--- src/hdl/rhpc_pkg.sv ---
`timescale 1ns / 1ps
`default_nettype none
package rhpc_pkg;

	localparam int FRACTION_BITS_DEF = 16;
	localparam int TABLE_BITS        = 24;
	localparam int ATAN_ENTRIES      = 28;
	localparam longint SQRT3_Q24     = 64'sd29058991;
	localparam int SAT_Q_BITS        = 8;
	localparam int INV3_MUL          = 683;
	localparam int INV3_SHIFT        = 11;

	localparam longint ATAN_Q24 [ATAN_ENTRIES] = '{
		754974720, 445687602, 235489088, 119537938, 60000934, 30029717,
		15018523, 7509720, 3754917, 1877466, 938734, 469367, 234684, 117342,
		58671, 29335, 14668, 7334, 3667, 1833, 917, 458, 229, 115, 57, 29, 14, 7
	};

	typedef struct packed {
		logic [7:0] intensity;
		logic       grey;
		logic       b_gt_g;
		logic       sum_zero;
	} side_t;

	function automatic longint rescale(longint t, int f);
		int s;
		s = TABLE_BITS - f;
		if (s == 0) begin
			return t;
		end
		return (t + (64'sd1 <<< (s - 1))) >>> s;
	endfunction

	function automatic longint atan_scaled(int i, int f);
		return rescale(ATAN_Q24[i], f);
	endfunction

	function automatic longint sqrt3_scaled(int f);
		return rescale(SQRT3_Q24, f);
	endfunction

endpackage
`default_nettype wire

--- src/hdl/rhpc_cordic.sv ---
`timescale 1ns / 1ps
`default_nettype none
module rhpc_cordic #(
	parameter int FRACTION_BITS = rhpc_pkg::FRACTION_BITS_DEF
) (
	input  wire logic                           clk,
	input  wire logic                           en,
	input  wire logic signed [FRACTION_BITS+11:0] x_in,
	input  wire logic signed [FRACTION_BITS+11:0] y_in,
	input  wire logic signed [FRACTION_BITS+10:0] z_in,
	output logic signed [FRACTION_BITS+10:0]      z_out
);
	import rhpc_pkg::*;

	localparam int N  = FRACTION_BITS + 4;
	localparam int W  = FRACTION_BITS + 12;
	localparam int ZW = FRACTION_BITS + 11;

	logic signed [W-1:0]  x_s [N+1];
	logic signed [W-1:0]  y_s [N+1];
	logic signed [ZW-1:0] z_s [N+1];

	assign x_s[0] = x_in;
	assign y_s[0] = y_in;
	assign z_s[0] = z_in;

	for (genvar i = 0; i < N; i++) begin : g_step
		localparam logic signed [ZW-1:0] A = ZW'(atan_scaled(i, FRACTION_BITS));
		logic signed [W-1:0] xs;
		logic signed [W-1:0] ys;
		assign xs = x_s[i] >>> i;
		assign ys = y_s[i] >>> i;
		always_ff @(posedge clk) begin
			if (en) begin
				if (y_s[i] > 0) begin
					x_s[i+1] <= x_s[i] + ys;
					y_s[i+1] <= y_s[i] - xs;
					z_s[i+1] <= z_s[i] + A;
				end else begin
					x_s[i+1] <= x_s[i] - ys;
					y_s[i+1] <= y_s[i] + xs;
					z_s[i+1] <= z_s[i] - A;
				end
			end
		end
	end

	assign z_out = z_s[N];
endmodule
`default_nettype wire

--- config.mk ---
export PLATFORM = sky130hd
export DESIGN_NAME = rhpc_cordic
export DESIGN_NICKNAME = d
export VERILOG_FILES = /design/src/hdl/rhpc_pkg.sv /design/src/hdl/rhpc_cordic.sv
export SDC_FILE = /design/constraint.sdc
export NUM_CORES = 2
export LEC_CHECK = 0
export ABC_AREA = 0
export BUFFER_PORTS_ARGS = -buffer_cell sky130_fd_sc_hd__buf_2
export CAP_MARGIN = 10
export CORE_MARGIN = 2
export CORE_UTILIZATION = 50
export CTS_BUF_LIST = sky130_fd_sc_hd__clkbuf_8 sky130_fd_sc_hd__clkbuf_16
export CTS_CLUSTER_DIAMETER = 40
export CTS_CLUSTER_SIZE = 25
export DETAILED_ROUTE_END_ITERATION = 8
export PLACE_DENSITY = 0.65
export SLEW_MARGIN = 40
export SYNTH_ARGS = -nofsm -noshare
export SYNTH_HDL_FRONTEND = slang
export SYNTH_SLANG_ARGS = --single-unit
--- constraint.sdc ---
create_clock -name clk -period 7.2 [get_ports clk]
set_input_delay 0.72 -clock clk [delete_from_list [all_inputs] [get_ports clk]]
set_output_delay 0.72 -clock clk [all_outputs]
set_load 0.05 [all_outputs]
==> flow_summary.json <==
{
  "status": "finished clean",
  "grt_pass1_wl_um": 553000,
  "syn-num-nets": 15200,
  "ant_nets": 0,
  "drt-pass1-iter-count": 6,
  "via_per_inst": 5.96,
  "startpoint": "g_step[7].ys[5]",
  "seq_area_frac_synth_pct": 35.8,
  "num_rows": 187,
  "gp_congestion": 0.932,
  "die-area_um2": 265000,
  "finalSetupTns_ns": 0,
  "skew_ns": 0.0591,
  "cts_tree": "built",
  "synth_ff_type": "edfxtp_1",
  "ctsLongestPathBuffers": 4,
  "antenna_found_initial": 9,
  "yosysUniqueCellTypes": 98,
  "synth_seq_cells": 1557,
  "cp_max_fo": 21,
  "post-route-period-util_pct": 94.6,
  "worstMarginPinSlew_ns": 0.937,
  "worstPathArrival_ns": 7.43,
  "die_h_um": 515,
  "crit_end": "g_step[8].xs[18]",
  "syn_to_final_growth_pct": 11.6,
  "clk_root_buffer_cell": "clkbuf_16",
  "core_um2": 260000,
  "die_w_um": 515,
  "hpwl_um": 279000,
  "critPathCaptureType": "flip-flop",
  "ios": 112,
  "syn_area_per_cell_um2": 9.68,
  "wire_per_inst_um": 20.1,
  "h-tree-depth": 5,
  "final_nets": 15500,
  "setup_violations": 0,
  "start_util_pct": 50.3,
  "maxSlewViolCount": 0,
  "cts_buffers": 291,
  "final_util_pct": 56.2,
  "min_path_type": "input pin to flip-flop",
  "syn_area_um2": 131000,
  "setup.worst_path.class": "flip-flop to flip-flop",
  "start_kind": "flip-flop",
  "placed_area_um2": 136000,
  "port-buffer-count": 111,
  "ff2ff_path_depth": 18,
  "path_clk_slew_ns": 0.05,
  "overflow": 0,
  "syn_inst": 13500,
  "postCtsSetupBuffers": 0,
  "postSynth.asyncResetShare_pct": 0,
  "drc": 0,
  "rsz0062_at_grt": "false",
  "stdcell_area_um2": 146000,
  "finalCriticalPeriod_ns": 6.81,
  "wl_um": 351000,
  "yosys_warnings": 0,
  "drive_gt1_share_pct": 6.10,
  "grt_max_degree": 152,
  "first_global_vias": 102000,
  "rr_endpoint": "g_step[8].xs[18]",
  "grt_use_total_pct": 25.7,
  "cts.sinks": 1557,
  "fill_cells": 22600,
  "r2r_setup_slack_ns": 0.39,
  "slew_headroom_pct": 36.9,
  "vias": 104000,
  "crit_required_ns": 7.82,
  "drv_cap": 0,
  "hold_viol_final": 0,
  "synth_edf_count": 1557,
  "cts_hold_buffers": 16,
  "drt_iter0_drc": 7981,
  "cts.repair.resized": 0,
  "r2r_start": "g_step[7].ys[5]",
  "fmax_mhz": 147,
  "clk_latency_ns": 0.90
}
==> layout make-up <==
cell class	instances	area (um2)	share of cell area, %
clock inverters	236	2350	1.61
inverters	615	2310	1.58
well taps	3402	4260	2.92
clock buffers	300	7510	5.15
repair buffers	232	1730	1.18
diodes	7	17.5	0.0120
flip-flops and latches	1557	46800	32.1
multi-input cells	11100	80900	55.5
==> synth_stat cells, drive strengths merged, types with 28 or more instances <==
library cell  instances  share of area (%)
buf                  52               0.25
xor2                590                4.0
nand2b              202               0.98
and4                 31               0.21
xnor2              1314                8.8
and3                143               0.68
a211o                30               0.20
a221oi               28               0.19
a31o                 34               0.23
o31ai               174                1.0
nand2               785                2.3
a2111oi              38               0.26
o21ai               786                3.0
ha                 1545                 15
or4                  58               0.34
mux2i                32               0.25
and2                 66               0.32
a21boi               43               0.25
or2                  38               0.18
a21oi              1344                5.2
nor2b               173               0.83
edfxtp             1557                 36
o21a                184                1.1
clkbuf              147               0.42
a21o                660                3.8
o211ai               60               0.34
nor3                272                1.1
o311ai               32               0.21
nand3               247               0.95
nor4                149               0.73
a31oi               132               0.63
or3                 114               0.55
nand4                94               0.45
inv                 606                1.7
o41ai                84               0.56
a211oi              103               0.59
o21bai              216                1.2
fa                   57               0.87
nor2                977                2.8
==> registers in the layout, summed over array words and instances (netlist names) <==
register / cells
z_s: 513
g_step.ys: 342
g_step.xs: 333
y_s: 189
x_s: 153
z_out: 27
==> per-stage QoR <==
| step | setup slack, ns | hold slack (ns) | instances |
|---|---|---|---|
| floorplan | 1.14 | 0.400 | 13500 |
| global placement | 0.538 | 0.408 | 16900 |
| global route | 0.0976 | 0.123 | 17500 |
| detailed placement | 0.488 | 0.410 | 16900 |
| CTS | 0.472 | 0.0937 | 17500 |
| finish | 0.387 | 0.170 | 17500 |
==> placed cells by master, fill, tap and decap left out, types with 31 or more instances in the layout <==
master      count
and2_1         64
xnor2_1      1314
a211oi_1      103
o41ai_1        82
o21bai_1      215
nand2b_1      200
a21o_1        660
fa_1           57
buf_4          91
edfxtp_1     1557
inv_1         628
or2_2          38
nand2_1       783
and3_1        143
a21boi_0       43
inv_6          44
nor3_1        263
nor2_1        972
ha_1         1545
o21a_1        184
nor2b_1       169
clkinvlp_4     31
a2111oi_0      34
mux2i_1        32
or4_1          56
nor4_1        142
o211ai_1       60
clkbuf_16     300
o21ai_0       780
nand3_1       247
buf_2         110
xor2_1        590
a31oi_1       128
a31o_2         34
clkinv_1       34
o31ai_1       173
nand4_1        94
a21oi_1      1339
or3_1         112
==> worst min-delay path by stage <==
| stage | startpoint | to | slack, ns | depth (start not counted) |
|---|---|---|---|---|
| floorplan | z_s[189] | z_s[162] | 0.40 | 0 |
| global placement | z_s[407] | z_s[380] | 0.41 | 0 |
| detailed placement | z_s[297] | z_s[270] | 0.41 | 0 |
| CTS | z_in[16] | z_s[529] | 0.09 | 2 |
| global route | z_in[16] | z_s[529] | 0.12 | 2 |
| finish | z_in[16] | z_s[529] | 0.17 | 2 |
==> cell families after synthesis <==
logic type	after synthesis	share of synthesized area [%]
xor gates and xnor gates	1904	12.8
AOI/OAI and AO/OA	4165	20.2
DFF	1557	35.8
adders and majority gates	1602	15.7
buffers and inverters	814	2.44
and+or+nand+nor	3422	12.8
muxes	38	0.297
==> critical path, stage by stage (launching register included) <==
cell and delay (ns):
edfxtp_1 0.43, or3_1 0.44, or3_1 0.38, nor3_1 0.44, nand3_1 0.27, nor2_1 0.42, a31oi_4 0.37, mux2i_1 0.26
fa_1 0.47, a21o_1 0.18, a21o_1 0.21, a2111oi_0 0.71, o31ai_1 0.38, a211oi_1 0.36, o21ai_0 0.28, a31oi_1 0.34
o31ai_1 0.17, a221oi_1 0.34, xnor2_1 0.10
==> metal layers <==
layer  track usage [%]  vias to the layer above  routed length, um
li1                  -                    51200                  -
met1              33.0                    49500             153000
met2              44.5                     2792             169000
met3              3.10                      636              16600
met4              9.24                        0              13100
met5                 0                        -                  0
Power is not shown: default switching activity piles up to over one toggle a cycle in this logic, so the estimate is an artifact.
