## config.mk

```make
export PLATFORM = sky130hd
export DESIGN_NAME = rhpc_sat_div
export DESIGN_NICKNAME = d
export VERILOG_FILES = /design/src/hdl/rhpc_pkg.sv /design/src/hdl/rhpc_sat_div.sv
export SDC_FILE = /design/constraint.sdc
export NUM_CORES = 1
export LEC_CHECK = 0
export BUFFER_PORTS_ARGS = -buffer_cell sky130_fd_sc_hd__buf_2
export CORE_MARGIN = 2
export CORE_UTILIZATION = 40
export CTS_CLUSTER_SIZE = 14
export DETAILED_ROUTE_END_ITERATION = 12
export GPL_TIMING_DRIVEN = 0
export SYNTH_ARGS = -nofsm -noshare
export SYNTH_HDL_FRONTEND = slang
export SYNTH_SLANG_ARGS = --single-unit
```

## constraint.sdc

```tcl
create_clock -name clk -period 2.4 [get_ports clk]
set_input_delay 0.36 -clock clk [delete_from_list [all_inputs] [get_ports clk]]
set_output_delay 0.36 -clock clk [all_outputs]
set_load 0.005 [all_outputs]
```

## src/hdl/rhpc_pkg.sv

```systemverilog
`timescale 1ns / 1ps
`default_nettype none
package rhpc_pkg;

	localparam int FRACTION_BITS_DEF = 16;
	localparam int TABLE_BITS        = 24;
	localparam int ATAN_ENTRIES      = 28;
	localparam longint SQRT3_Q24     = 64'sd29058991;
	localparam int SAT_Q_BITS        = 8;
	localparam int INV3_MUL          = 683;
	localparam int INV3_SHIFT        = 11;

	localparam longint ATAN_Q24 [ATAN_ENTRIES] = '{
		754974720, 445687602, 235489088, 119537938, 60000934, 30029717,
		15018523, 7509720, 3754917, 1877466, 938734, 469367, 234684, 117342,
		58671, 29335, 14668, 7334, 3667, 1833, 917, 458, 229, 115, 57, 29, 14, 7
	};

	typedef struct packed {
		logic [7:0] intensity;
		logic       grey;
		logic       b_gt_g;
		logic       sum_zero;
	} side_t;

	function automatic longint rescale(longint t, int f);
		int s;
		s = TABLE_BITS - f;
		if (s == 0) begin
			return t;
		end
		return (t + (64'sd1 <<< (s - 1))) >>> s;
	endfunction

	function automatic longint atan_scaled(int i, int f);
		return rescale(ATAN_Q24[i], f);
	endfunction

	function automatic longint sqrt3_scaled(int f);
		return rescale(SQRT3_Q24, f);
	endfunction

endpackage
`default_nettype wire

```

## src/hdl/rhpc_sat_div.sv

```systemverilog
`timescale 1ns / 1ps
`default_nettype none
module rhpc_sat_div #(
	parameter int DEPTH = rhpc_pkg::FRACTION_BITS_DEF + 4
) (
	input  wire logic            clk,
	input  wire logic            en,
	input  wire logic [17:0]     num,
	input  wire logic [9:0]      den,
	input  rhpc_pkg::side_t      side_in,
	output logic [7:0]           sat,
	output rhpc_pkg::side_t      side_out
);
	import rhpc_pkg::*;

	logic [17:0]           rem_s  [DEPTH+1];
	logic [9:0]            den_s  [DEPTH+1];
	logic [SAT_Q_BITS-1:0] quo_s  [DEPTH+1];
	side_t                 side_s [DEPTH+1];

	assign rem_s[0]  = num;
	assign den_s[0]  = den;
	assign quo_s[0]  = '0;
	assign side_s[0] = side_in;

	for (genvar k = 0; k < DEPTH; k++) begin : g_stage
		if (k < SAT_Q_BITS) begin : g_div
			logic [17:0] dsh;
			logic        take;
			assign dsh  = 18'(den_s[k]) << (SAT_Q_BITS - 1 - k);
			assign take = rem_s[k] >= dsh;
			always_ff @(posedge clk) begin
				if (en) begin
					rem_s[k+1] <= take ? rem_s[k] - dsh : rem_s[k];
					quo_s[k+1] <= quo_s[k] | (SAT_Q_BITS'(take) << (SAT_Q_BITS - 1 - k));
					den_s[k+1] <= den_s[k];
					side_s[k+1] <= side_s[k];
				end
			end
		end else begin : g_hold
			always_ff @(posedge clk) begin
				if (en) begin
					rem_s[k+1]  <= rem_s[k];
					quo_s[k+1]  <= quo_s[k];
					den_s[k+1]  <= den_s[k];
					side_s[k+1] <= side_s[k];
				end
			end
		end
	end

	logic [10:0] two_r;
	logic        up;
	assign two_r = {rem_s[DEPTH][9:0], 1'b0};
	assign up    = (two_r > {1'b0, den_s[DEPTH]})
		|| ((two_r == {1'b0, den_s[DEPTH]}) && quo_s[DEPTH][0]);
	assign sat      = side_s[DEPTH].sum_zero ? 8'd0 : quo_s[DEPTH] + 8'(up);
	assign side_out = side_s[DEPTH];
endmodule
`default_nettype wire

```

==> out/summary.md, run 1 <==
• Initial Util: 40.4%
• worst clock skew on the final layout: 0.0166 ns
• total via count after detailed routing: 14,800
• die outline area: 77,600 um2
• cell at the root of the clock tree: sky130_fd_sc_hd__clkbuf_16
• upper clock frequency limit: 302 MHz
• Synth Register Bits: 808
• final instance area: 37,700 um2
• mean routed wirelength per cell: 15.9 um
• Final period util: 138%
• filler cell count: 5,916
• Yosys Warn Count: 0
• IO Count: 60
• initial drt markers: 790
• clock slew at reported path FFs: 0.06 ns
• violations in the final reports: negative setup slack
• Area contributors post-synth: sky130_fd_sc_hd__edfxtp_1 (80%), sky130_fd_sc_hd__ha_1 (3.8%), sky130_fd_sc_hd__inv_1 (1.5%)
• number of unique standard cell types used by synthesis: 65
• maximum level of the CTS H-tree: 3
• endpoint arrival time on the critical path: 2.95 ns
• area of the placeable core: 74,600 um2
• clock insertion delay at the later pin of the skew report: 0.61 ns
• number of buffers added on ports: 59
• Crit Path Class: reg2out
• die extent in x: 279 um
• maximum root-to-sink buffer count: 3
• Remaining Overflow, GRT: 0
• routed vias/inst: 4.89
• number of synthesized flops with an enable pin: 808
• vertical die dimension: 279 um
• final wirelength: 48.1 mm
• HPWL after detailed placement: 26.9 mm
• type of origin of the critical path: register
• post-layout net count: 2,140
• endpoints failing setup: 90
• Mapped Area: 30,200 um2
• Final Critical Period: 3.31 ns
• relative slew slack: 43.8%
• length of the first detailed-routing pass in iterations: 5
• RSZ-0062 raised after global routing: true
• Critical Path Fanout Max: 3
• Std-Cell Rows: 100
• total count of hold-check failures in the final report: 0
• DRC: 0
• critical path capture point type: output port
• synthesized netlist net count: 1,823
• max_cap viols: 0
• largest area contributor in the netlist: sky130_fd_sc_hd__edfxtp_1
• average footprint of a synthesized cell: 17.9 um2
• transition time at the pin with the least slew margin: 0.840 ns
• aggregate negative setup slack: -16.73 ns
• share of synthesized area occupied by flip-flops and latches: 80.5%
• worst hold path type: in2reg
• initial antenna violation count: 0
• CTS buffer count: 80
• run status: finished with violations
• synthesis-to-layout area growth: 25.0%
• IR Drop Worst-Case VDD: 569 uV
• Leakage: 13.5 nW
• number of pins with negative max-slew slack in the final report: 0
• first-pass GRT wire length: 74.7 mm
• Post-DP Area: 31,900 um2
• Synth async-reset ratio: 0%
• number of routed nets with antenna violations: 0
• Setup WS post-layout: -0.910 ns
• last weighted congestion value of the routability-driven placer: 0.929
• ANT cells: 0
• CTS tree: done
• cells after synthesis: 1,683
• via count of the first global-routing pass: 15,000
• share of cells above drive strength 1: 29.3%
• most common flop cell mapped by yosys: sky130_fd_sc_hd__edfxtp_1
• fraction of post-synthesis cell area in the top cell type by area: 80.5%
• power density normalized to cell area: 1010 nW/um2
• total global-route track usage: 12.0%
• data required time at the worst endpoint: 2.04 ns
• number of sinks handled by clock tree synthesis: 808
• maximum number of pins on one net before global-route repair: 138
==> per-stage QoR <==
step                      hold slack (ns)  util, %  std cells  setup WS [ns]  power [W]
after detailed placement            0.405     42.7       2717         -0.901     0.0234
final                              0.0780     50.5       3031         -0.910     0.0380
after global routing               0.0569     50.5       3031          -1.15     0.0396
after floorplan                     0.400        -       1683        -0.0494     0.0218
after global placement              0.400     42.5       2711         -10.93     0.0234
after CTS                          0.0332     49.3       2985          -1.00     0.0373
==> placed cells by master (no fill, tap or decap), types with 17 or more instances in the layout <==
| cell | instances |
|---|---|
| sky130_fd_sc_hd__buf_6 | 23 |
| sky130_fd_sc_hd__nor3_1 | 18 |
| sky130_fd_sc_hd__ha_4 | 31 |
| sky130_fd_sc_hd__buf_2 | 58 |
| sky130_fd_sc_hd__clkbuf_16 | 86 |
| sky130_fd_sc_hd__buf_4 | 114 |
| sky130_fd_sc_hd__a21oi_2 | 27 |
| sky130_fd_sc_hd__dlygate4sd3_1 | 28 |
| sky130_fd_sc_hd__nor2_4 | 22 |
| sky130_fd_sc_hd__nand2_1 | 34 |
| sky130_fd_sc_hd__inv_1 | 105 |
| sky130_fd_sc_hd__o21ai_0 | 35 |
| sky130_fd_sc_hd__xor2_1 | 32 |
| sky130_fd_sc_hd__nor2_1 | 71 |
| sky130_fd_sc_hd__clkinv_1 | 18 |
| sky130_fd_sc_hd__xnor2_1 | 38 |
| sky130_fd_sc_hd__nand2b_1 | 17 |
| sky130_fd_sc_hd__ha_1 | 51 |
| sky130_fd_sc_hd__a21oi_1 | 45 |
| sky130_fd_sc_hd__edfxtp_1 | 808 |
==> power breakdown <==
group          internal, W  switching (W)
clock network      0.00689        0.00506
registers           0.0174       0.000839
logic              0.00390        0.00386
==> state kept, by name (all words and copies together), names as in the netlist <==
signal	cells
side_out	11
quo_s	132
den_s	200
side_s	209
rem_s	256
==> metal layers <==
metal / wire length [um] / GRT usage, % / vias up
li1: - / - / 7053
met1: 18200 / 12.7 / 7265
met2: 25200 / 21.7 / 335
met3: 1900 / 2.77 / 171
met4: 2780 / 7.35 / 0
met5: 0 / 0 / -
==> logic make-up after synthesis <==
logic type                 after synthesis  share of synthesized area, %
muxes                                   38                          1.39
buffers and inverters                  141                          1.98
AOI/OAI and AO/OA                      229                          4.86
DFF                                    808                          80.5
and+or+nand+nor                        296                          4.90
adders and majority gates               99                          4.31
xor gates and xnor gates                72                          2.09
==> Yosys cell counts, types with 15 or more instances <==
cell,number
sky130_fd_sc_hd__nor2b_1,19
sky130_fd_sc_hd__ha_1,91
sky130_fd_sc_hd__xnor2_1,40
sky130_fd_sc_hd__inv_1,118
sky130_fd_sc_hd__a21o_1,17
sky130_fd_sc_hd__xor2_1,32
sky130_fd_sc_hd__nor2_1,100
sky130_fd_sc_hd__a21oi_1,82
sky130_fd_sc_hd__o21ai_0,50
sky130_fd_sc_hd__o21a_1,15
sky130_fd_sc_hd__nor3_1,22
sky130_fd_sc_hd__nand2b_1,22
sky130_fd_sc_hd__nand3_1,25
sky130_fd_sc_hd__nand2_1,50
sky130_fd_sc_hd__mux2_2,32
sky130_fd_sc_hd__edfxtp_1,808
==> repair_timing <==
item / 4_1_cts / 5_1_grt
hold buffers: 28 / 0
pin swaps: 68 / 62
endpoints found under the setup margin: 246 / 120
gates cloned: 11 / 2
setup buffers: 85 / 53
resized for setup: 272 / 115
endpoints found under the hold margin: 28 / 0
==> cell type report <==
class                      instances  area, um2  share of cell area [%]
tap                              969       1210                    3.22
buffer                            22        248                   0.657
clock inverter                    48        414                    1.10
inverter                         118        443                    1.18
clock buffer                      96       2130                    5.64
multi-input combinational        736       6870                    18.2
timing repair buffer             234       2120                    5.62
sequential                       808      24300                    64.4
==> critical path: stages, from the launching register on <==
cell	delay, ns
sky130_fd_sc_hd__edfxtp_1	0.36
sky130_fd_sc_hd__ha_1	0.30
sky130_fd_sc_hd__nor2b_4	0.14
sky130_fd_sc_hd__o21a_1	0.12
sky130_fd_sc_hd__nor2_2	0.04
sky130_fd_sc_hd__o21ai_2	0.13
sky130_fd_sc_hd__o211ai_1	0.09
sky130_fd_sc_hd__a21oi_1	0.17
sky130_fd_sc_hd__ha_2	0.25
sky130_fd_sc_hd__and3_4	0.21
sky130_fd_sc_hd__nand3_2	0.08
sky130_fd_sc_hd__xor2_1	0.15
sky130_fd_sc_hd__nor2_1	0.14
sky130_fd_sc_hd__buf_2	0.14
==> path summary, 6_finish.rpt <==
check                           startpoint          to  slack [ns]  cells past startpoint
worst max register to register  rem_s[317]  rem_s[295]       -0.25                      8
worst min register to register  side_s[64]  side_s[53]        0.41                      0
worst min-delay path               num[12]  rem_s[354]        0.08                      2
worst max-delay path              rem_s[0]      sat[5]       -0.91                     13
No activity file was read; power rests on OpenSTA's default activity.
==> run 2, diff against run 1 <==
BUFFER_PORTS_ARGS = -buffer_cell sky130_fd_sc_hd__clkbuf_2   (was -buffer_cell sky130_fd_sc_hd__buf_2)
==> run 2 against run 1 <==
  * The flow still finishes with violations (negative setup slack)
  * Largest cell class unchanged
  * Via count shrank 0.31%
  * Worst setup slack lost 0.054 ns
  * First-iteration DRC count grew 1.0%
  * Final cell count is essentially flat
  * Die area is the same
  * Critical path depth is the same
==> out/summary.md, run 2 (same netlist as run 1, synthesis figures left out) <==
• run status: finished with violations
• violations in the final reports: negative setup slack
• clock insertion delay at the later pin of the skew report: 0.61 ns
• transition time at the pin with the least slew margin: 0.740 ns
• total global-route track usage: 12.3%
• type of origin of the critical path: register
• Final period util: 140%
• IR Drop Worst-Case VDD: 528 uV
• CTS buffer count: 80
• Largest register FFs: 256
• maximum root-to-sink buffer count: 3
• Initial Util: 40.4%
• most frequent standard cell in the layout excluding fill and tap cells: sky130_fd_sc_hd__edfxtp_1
• post-layout net count: 2,141
• RSZ-0062 raised after global routing: true
• Remaining Overflow, GRT: 0
• Std-Cell Rows: 100
• leading cell types in the layout, fill and taps excluded: sky130_fd_sc_hd__edfxtp_1 (808), sky130_fd_sc_hd__buf_4 (107), sky130_fd_sc_hd__inv_1 (102)
• clock slew at reported path FFs: 0.06 ns
• Post-DP Area: 31,900 um2
• largest registers: rem_s x256, side_s x209, den_s x200
• critical path capture point type: output port
• worst clock skew on the final layout: 0.0232 ns
• register bank with the most flops: rem_s
• final instance area: 37,900 um2
• relative slew slack: 50.2%
• endpoints failing setup: 87
• routed vias/inst: 4.87
• power density normalized to cell area: 1000 nW/um2
• Crit Path Class: reg2out
• total count of hold-check failures in the final report: 0
• CTS tree: done
• Setup WS post-layout: -0.965 ns
• number of pins with negative max-slew slack in the final report: 0
• length of the first detailed-routing pass in iterations: 6
• via count of the first global-routing pass: 15,300
• Critical Path Fanout Max: 3
• DRC: 0
• area of the placeable core: 74,600 um2
• ANT cells: 0
• first-pass GRT wire length: 76.4 mm
• number of routed nets with antenna violations: 0
• initial drt markers: 798
• data required time at the worst endpoint: 2.04 ns
• max_cap viols: 0
• endpoint arrival time on the critical path: 3.00 ns
• worst setup slack after placement: -1.40 ns
• number of sinks handled by clock tree synthesis: 808
• mean routed wirelength per cell: 15.9 um
• total via count after detailed routing: 14,800
• maximum level of the CTS H-tree: 3
• cell at the root of the clock tree: sky130_fd_sc_hd__clkbuf_16
• number of buffers added on ports: 59
• share of cells above drive strength 1: 29.8%
• worst hold path type: in2reg
• die extent in x: 279 um
• vertical die dimension: 279 um
• die outline area: 77,600 um2
• filler cell count: 5,888
• HPWL after detailed placement: 27.2 mm
• synthesis-to-layout area growth: 25.6%
• final wirelength: 48.1 mm
• Leakage: 13.6 nW
• upper clock frequency limit: 297 MHz
• last weighted congestion value of the routability-driven placer: 0.930
• end-of-flow core utilization: 50.8%
• initial antenna violation count: 0
• maximum number of pins on one net before global-route repair: 129
• IO Count: 60
• Final Critical Period: 3.36 ns
• Post-Route Hold Slack: 0.0907 ns
[run 2: report_power, final]
part           switching, W  internal, W  total, W
Clock               0.00503      0.00705    0.0121
Sequential         0.000859       0.0174    0.0183
Combinational       0.00374      0.00383   0.00757
Total               0.00963       0.0283    0.0380
[run 2: worst paths after layout]
kind / startpoint / endpoint / slack (ns) / depth (start not counted)
max: rem_s[0] / sat[5] / -0.96 / 13
min: num[14] / rem_s[356] / 0.09 / 2
max reg2reg: den_s[179] / rem_s[294] / -0.39 / 11
min reg2reg: side_s[154] / side_s[143] / 0.39 / 0
[run 2: timing repair]
action                     CTS  global route
hold buffers                28             0
resized for setup          244           172
hold endpoints to repair    28             0
gates cloned                17             0
buffers inserted            77            62
setup endpoints to repair  360           177
pin swaps                   78            96
[run 2: per-stage QoR]
| stage | setup TNS [ns] | power, W | cells |
|---|---|---|---|
| final | -18.07 | 0.0380 | 3034 |
| after global routing | -25.37 | 0.0397 | 3034 |
| after CTS | -15.51 | 0.0373 | 2986 |
| after detailed placement | -353.17 | 0.0234 | 2718 |
| after global placement | -9854.70 | 0.0235 | 2711 |
| after floorplan | -0.0494 | 0.0218 | 1683 |
[run 2: per-layer routing]
| layer | track usage (%) | vias up | part of all wire [%] |
|---|---|---|---|
| li1 | - | 7062 | - |
| met1 | 13.3 | 7230 | 38 |
| met2 | 22.4 | 324 | 53 |
| met3 | 2.68 | 162 | 3.7 |
| met4 | 6.87 | 0 | 5.0 |
| met5 | 0 | - | 0 |
[run 2: critical path: stages, from the launching register on]
cell and delay [ns]:
sky130_fd_sc_hd__edfxtp_1 0.42, sky130_fd_sc_hd__ha_4 0.28, sky130_fd_sc_hd__nor2b_4 0.14, sky130_fd_sc_hd__o21a_1 0.14, sky130_fd_sc_hd__nor2_1 0.05, sky130_fd_sc_hd__o21ai_2 0.11, sky130_fd_sc_hd__o211ai_1 0.11, sky130_fd_sc_hd__a21oi_1 0.18
sky130_fd_sc_hd__ha_2 0.25, sky130_fd_sc_hd__and3_4 0.21, sky130_fd_sc_hd__nand3_2 0.08, sky130_fd_sc_hd__xor2_1 0.15, sky130_fd_sc_hd__nor2_1 0.14, sky130_fd_sc_hd__buf_2 0.14
[run 2: layout make-up]
cell class              count  area, um2  area share, %
inverters                 118        443           1.17
plain buffers              19        191          0.506
flip-flops and latches    808      24300           64.1
well taps                 969       1210           3.20
clock buffers              99       2070           5.48
multi-input cells         736       6910           18.3
clock inverters            47        494           1.31
repair buffers            238       2270           5.99
==> run 3, diff against run 2 <==
ABC_AREA = 1   (was not set)
CORE_MARGIN = not set   (was 2)
==> run 3 against run 2 <==
  * The flow still finishes with violations (negative setup slack)
  * Sequential cell count stayed put
  * First-iteration DRC count is 59% higher
  * Synthesized cell count is 41% higher
  * Non-clock buffer count is 127 lower
  * Clock power is 4% higher
  * Via count is 15% higher
  * Worst setup slack better by 0.13 ns
  * Total power is 2.1% lower
  * Global-route usage is 0.97 points higher
  * Largest cell class unchanged
==> out/summary.md, run 3 <==
• Leakage: 14.8 nW
• Commonest cells post-synth: sky130_fd_sc_hd__edfxtp_1 (808), sky130_fd_sc_hd__nand2_1 (629), sky130_fd_sc_hd__inv_1 (299)
• worst hold path type: in2reg
• power density normalized to cell area: 1000 nW/um2
• violations in the final reports: negative setup slack
• CTS buffer count: 84
• share of cell area taken by muxes after synthesis: 0%
• part of the total power dissipated in the clock network: 34.0%
• arithmetic-cell share of the synthesized area counting full adders, half adders and majority gates: 4.05%
• filler cell count: 6,917
• leading cell types in the layout, fill and taps excluded: sky130_fd_sc_hd__edfxtp_1 (808), sky130_fd_sc_hd__nand2_1 (628), sky130_fd_sc_hd__inv_1 (296)
• number of sinks handled by clock tree synthesis: 808
• clock insertion delay at the later pin of the skew report: 0.64 ns
• main combinational cell family by area after synthesis: simple AND/OR/NAND/NOR gates
• synthesis-to-layout area growth: 15.8%
• maximum level of the CTS H-tree: 3
• Remaining Overflow, GRT: 0
• Final period util: 135%
• initial antenna violation count: 0
• sequential cell fraction of total power: 48.7%
• relative slew slack: 54.9%
• average footprint of a synthesized cell: 13.5 um2
• Critical Path Fanout Max: 3
• max_cap viols: 0
• switching share of power: 27.7%
• total via count after detailed routing: 17,000
• cells after synthesis: 2,371
• final cell count without fillers: 3,674
• transition time at the pin with the least slew margin: 0.677 ns
• RSZ-0062 raised after global routing: true
• vertical die dimension: 285 um
• Synth Register Bits: 808
• mean routed wirelength per cell: 14.7 um
• register bank with the most flops: rem_s
• critical path capture point type: output port
• end-of-flow core utilization: 47.0%
• final wirelength: 54.0 mm
• total global-route track usage: 13.3%
• die extent in x: 285 um
• die outline area: 81,400 um2
• IR Drop Worst-Case VDD: 458 uV
• Compound-Gate Fraction of Synth Area: 1.87%
• most frequent standard cell in the layout excluding fill and tap cells: sky130_fd_sc_hd__edfxtp_1
• ANT cells: 0
• share of synthesized area occupied by flip-flops and latches: 75.6%
• post-layout net count: 2,698
• IO Count: 60
• Final Critical Period: 3.23 ns
• upper clock frequency limit: 309 MHz
• last weighted congestion value of the routability-driven placer: 0.919
• Std-Cell Rows: 103
• maximum root-to-sink buffer count: 3
• cell at the root of the clock tree: sky130_fd_sc_hd__clkbuf_16
• worst clock skew on the final layout: 0.0453 ns
• Area contributors post-synth: sky130_fd_sc_hd__edfxtp_1 (76%), sky130_fd_sc_hd__nand2_1 (7.4%), sky130_fd_sc_hd__ha_1 (3.5%)
• number of pins with negative max-slew slack in the final report: 0
• total count of hold-check failures in the final report: 0
• CTS tree: done
• Yosys Warn Count: 0
• initial drt markers: 1,265
• XOR/XNOR share of the synthesized area: 1.31%
• clock slew at reported path FFs: 0.06 ns
• Synth async-reset ratio: 0%
• Post-Route Hold Slack: 0.0525 ns
• Largest register FFs: 256
• endpoint arrival time on the critical path: 2.87 ns
• maximum number of pins on one net before global-route repair: 132
• NetSw: 0.0103 W
• share of cells above drive strength 1: 11.4%
• largest area contributor in the netlist: sky130_fd_sc_hd__edfxtp_1
• via count of the first global-routing pass: 16,800
• fraction of post-synthesis cell area in the top cell type by area: 75.6%
• HPWL after detailed placement: 36.2 mm
• length of the first detailed-routing pass in iterations: 5
• DRC: 0
• Setup WS post-layout: -0.832 ns
• Placed Cells incl. Taps: 3,487
• Gate power share: 17.3%
• Crit Path Class: reg2out
• first-pass GRT wire length: 86.2 mm
• endpoints failing setup: 8
• largest registers: rem_s x256, side_s x209, den_s x200
• type of origin of the critical path: register
• synthesized netlist net count: 2,511
• basic-gate share of the synthesized area counting and, or, nand and nor cells: 12.9%
• most common flop cell mapped by yosys: sky130_fd_sc_hd__edfxtp_1
• number of unique standard cell types used by synthesis: 38
• data required time at the worst endpoint: 2.04 ns
• number of synthesized flops with an enable pin: 808
• number of buffers added on ports: 59
• Initial Util: 40.6%
• run status: finished with violations
• routed vias/inst: 4.62
• count leader, synth: sky130_fd_sc_hd__edfxtp_1
• Mapped Area: 32,100 um2
• design internal power: 0.0269 W
• number of routed nets with antenna violations: 0
• area of the placeable core: 79,100 um2
-- run 3: cell families (layout without fill, tap and decap cells) --
family	count (synthesis)	in the layout
simple gates	984	984
flops	808	808
xor+xnor	48	48
compound gates	101	101
fa+ha+maj	99	99
buf+inv	331	584
-- run 3: path summary, 6_finish.rpt --
| kind | from | endpoint | slack (ns) | depth (start not counted) |
|---|---|---|---|---|
| worst max register to register | den_s[188] | rem_s[323] | 0.07 | 11 |
| worst max-delay path | rem_s[5] | sat[6] | -0.83 | 14 |
| worst min-delay path | num[10] | rem_s[352] | 0.05 | 3 |
| worst min register to register | quo_s[134] | quo_s[126] | 0.37 | 0 |
-- run 3: cell type report --
class                      count  area, um2  area share [%]
timing repair buffer         101        832            2.24
tap                         1050       1310            3.54
clock inverter                55        577            1.55
clock buffer                  97       2170            5.85
sequential                   808      24300            65.3
multi-input combinational   1232       6640            17.9
inverter                     302       1130            3.05
buffer                        29        229           0.616
-- run 3: per-stage QoR --
| stage | worst slack [ns] | power (W) | setup TNS [ns] | area (um2) |
|---|---|---|---|---|
| after floorplan | 0.0656 | 0.0226 | 0 | 32100 |
| after global placement | -12.51 | 0.0251 | -9987.39 | 33700 |
| after detailed placement | -0.563 | 0.0247 | -29.08 | 33900 |
| after CTS | -0.923 | 0.0377 | -5.91 | 37100 |
| after global routing | -1.02 | 0.0392 | -6.99 | 37200 |
| final | -0.832 | 0.0372 | -5.43 | 37200 |
-- run 3: critical path, stage by stage, from the launching register on --
cell and delay, ns:
sky130_fd_sc_hd__edfxtp_1 0.45, sky130_fd_sc_hd__ha_4 0.32, sky130_fd_sc_hd__nand4_1 0.13, sky130_fd_sc_hd__nand3b_1 0.20
sky130_fd_sc_hd__nand3_1 0.10, sky130_fd_sc_hd__nand2_1 0.07, sky130_fd_sc_hd__inv_2 0.06, sky130_fd_sc_hd__ha_4 0.15
sky130_fd_sc_hd__ha_4 0.15, sky130_fd_sc_hd__nand2_4 0.05, sky130_fd_sc_hd__nor3_2 0.13, sky130_fd_sc_hd__nand2_1 0.09
sky130_fd_sc_hd__xor2_1 0.15, sky130_fd_sc_hd__nor2_1 0.09, sky130_fd_sc_hd__clkbuf_2 0.12
-- run 3: routing by layer --
layer | wire length [um] | up-vias | global-route usage [%]
li1 | - | 8530 | -
met1 | 23700 | 7996 | 16.7
met2 | 26100 | 335 | 22.4
met3 | 2020 | 126 | 2.24
met4 | 2170 | 0 | 6.31
met5 | 0 | - | 0
-- run 3: power by group through the flow --
stage / Sequential, W / Combinational, W / Clock, W
2_1_floorplan: 0.0181 / 0.00456 / 0
3_3_place_gp: 0.0188 / 0.00628 / 0
3_5_place_dp: 0.0184 / 0.00632 / 0
4_1_cts: 0.0181 / 0.00642 / 0.0131
5_1_grt: 0.0183 / 0.00736 / 0.0136
6_report: 0.0181 / 0.00643 / 0.0126
-- run 3: repair_timing --
item | 4_1_cts | 5_1_grt
cloned | 0 | 0
setup endpoints to repair | 18 | 37
hold buffers | 29 | 0
gates resized for setup | 23 | 21
buffers inserted | 3 | 3
hold endpoints to repair | 29 | 0
pin swaps | 8 | 11
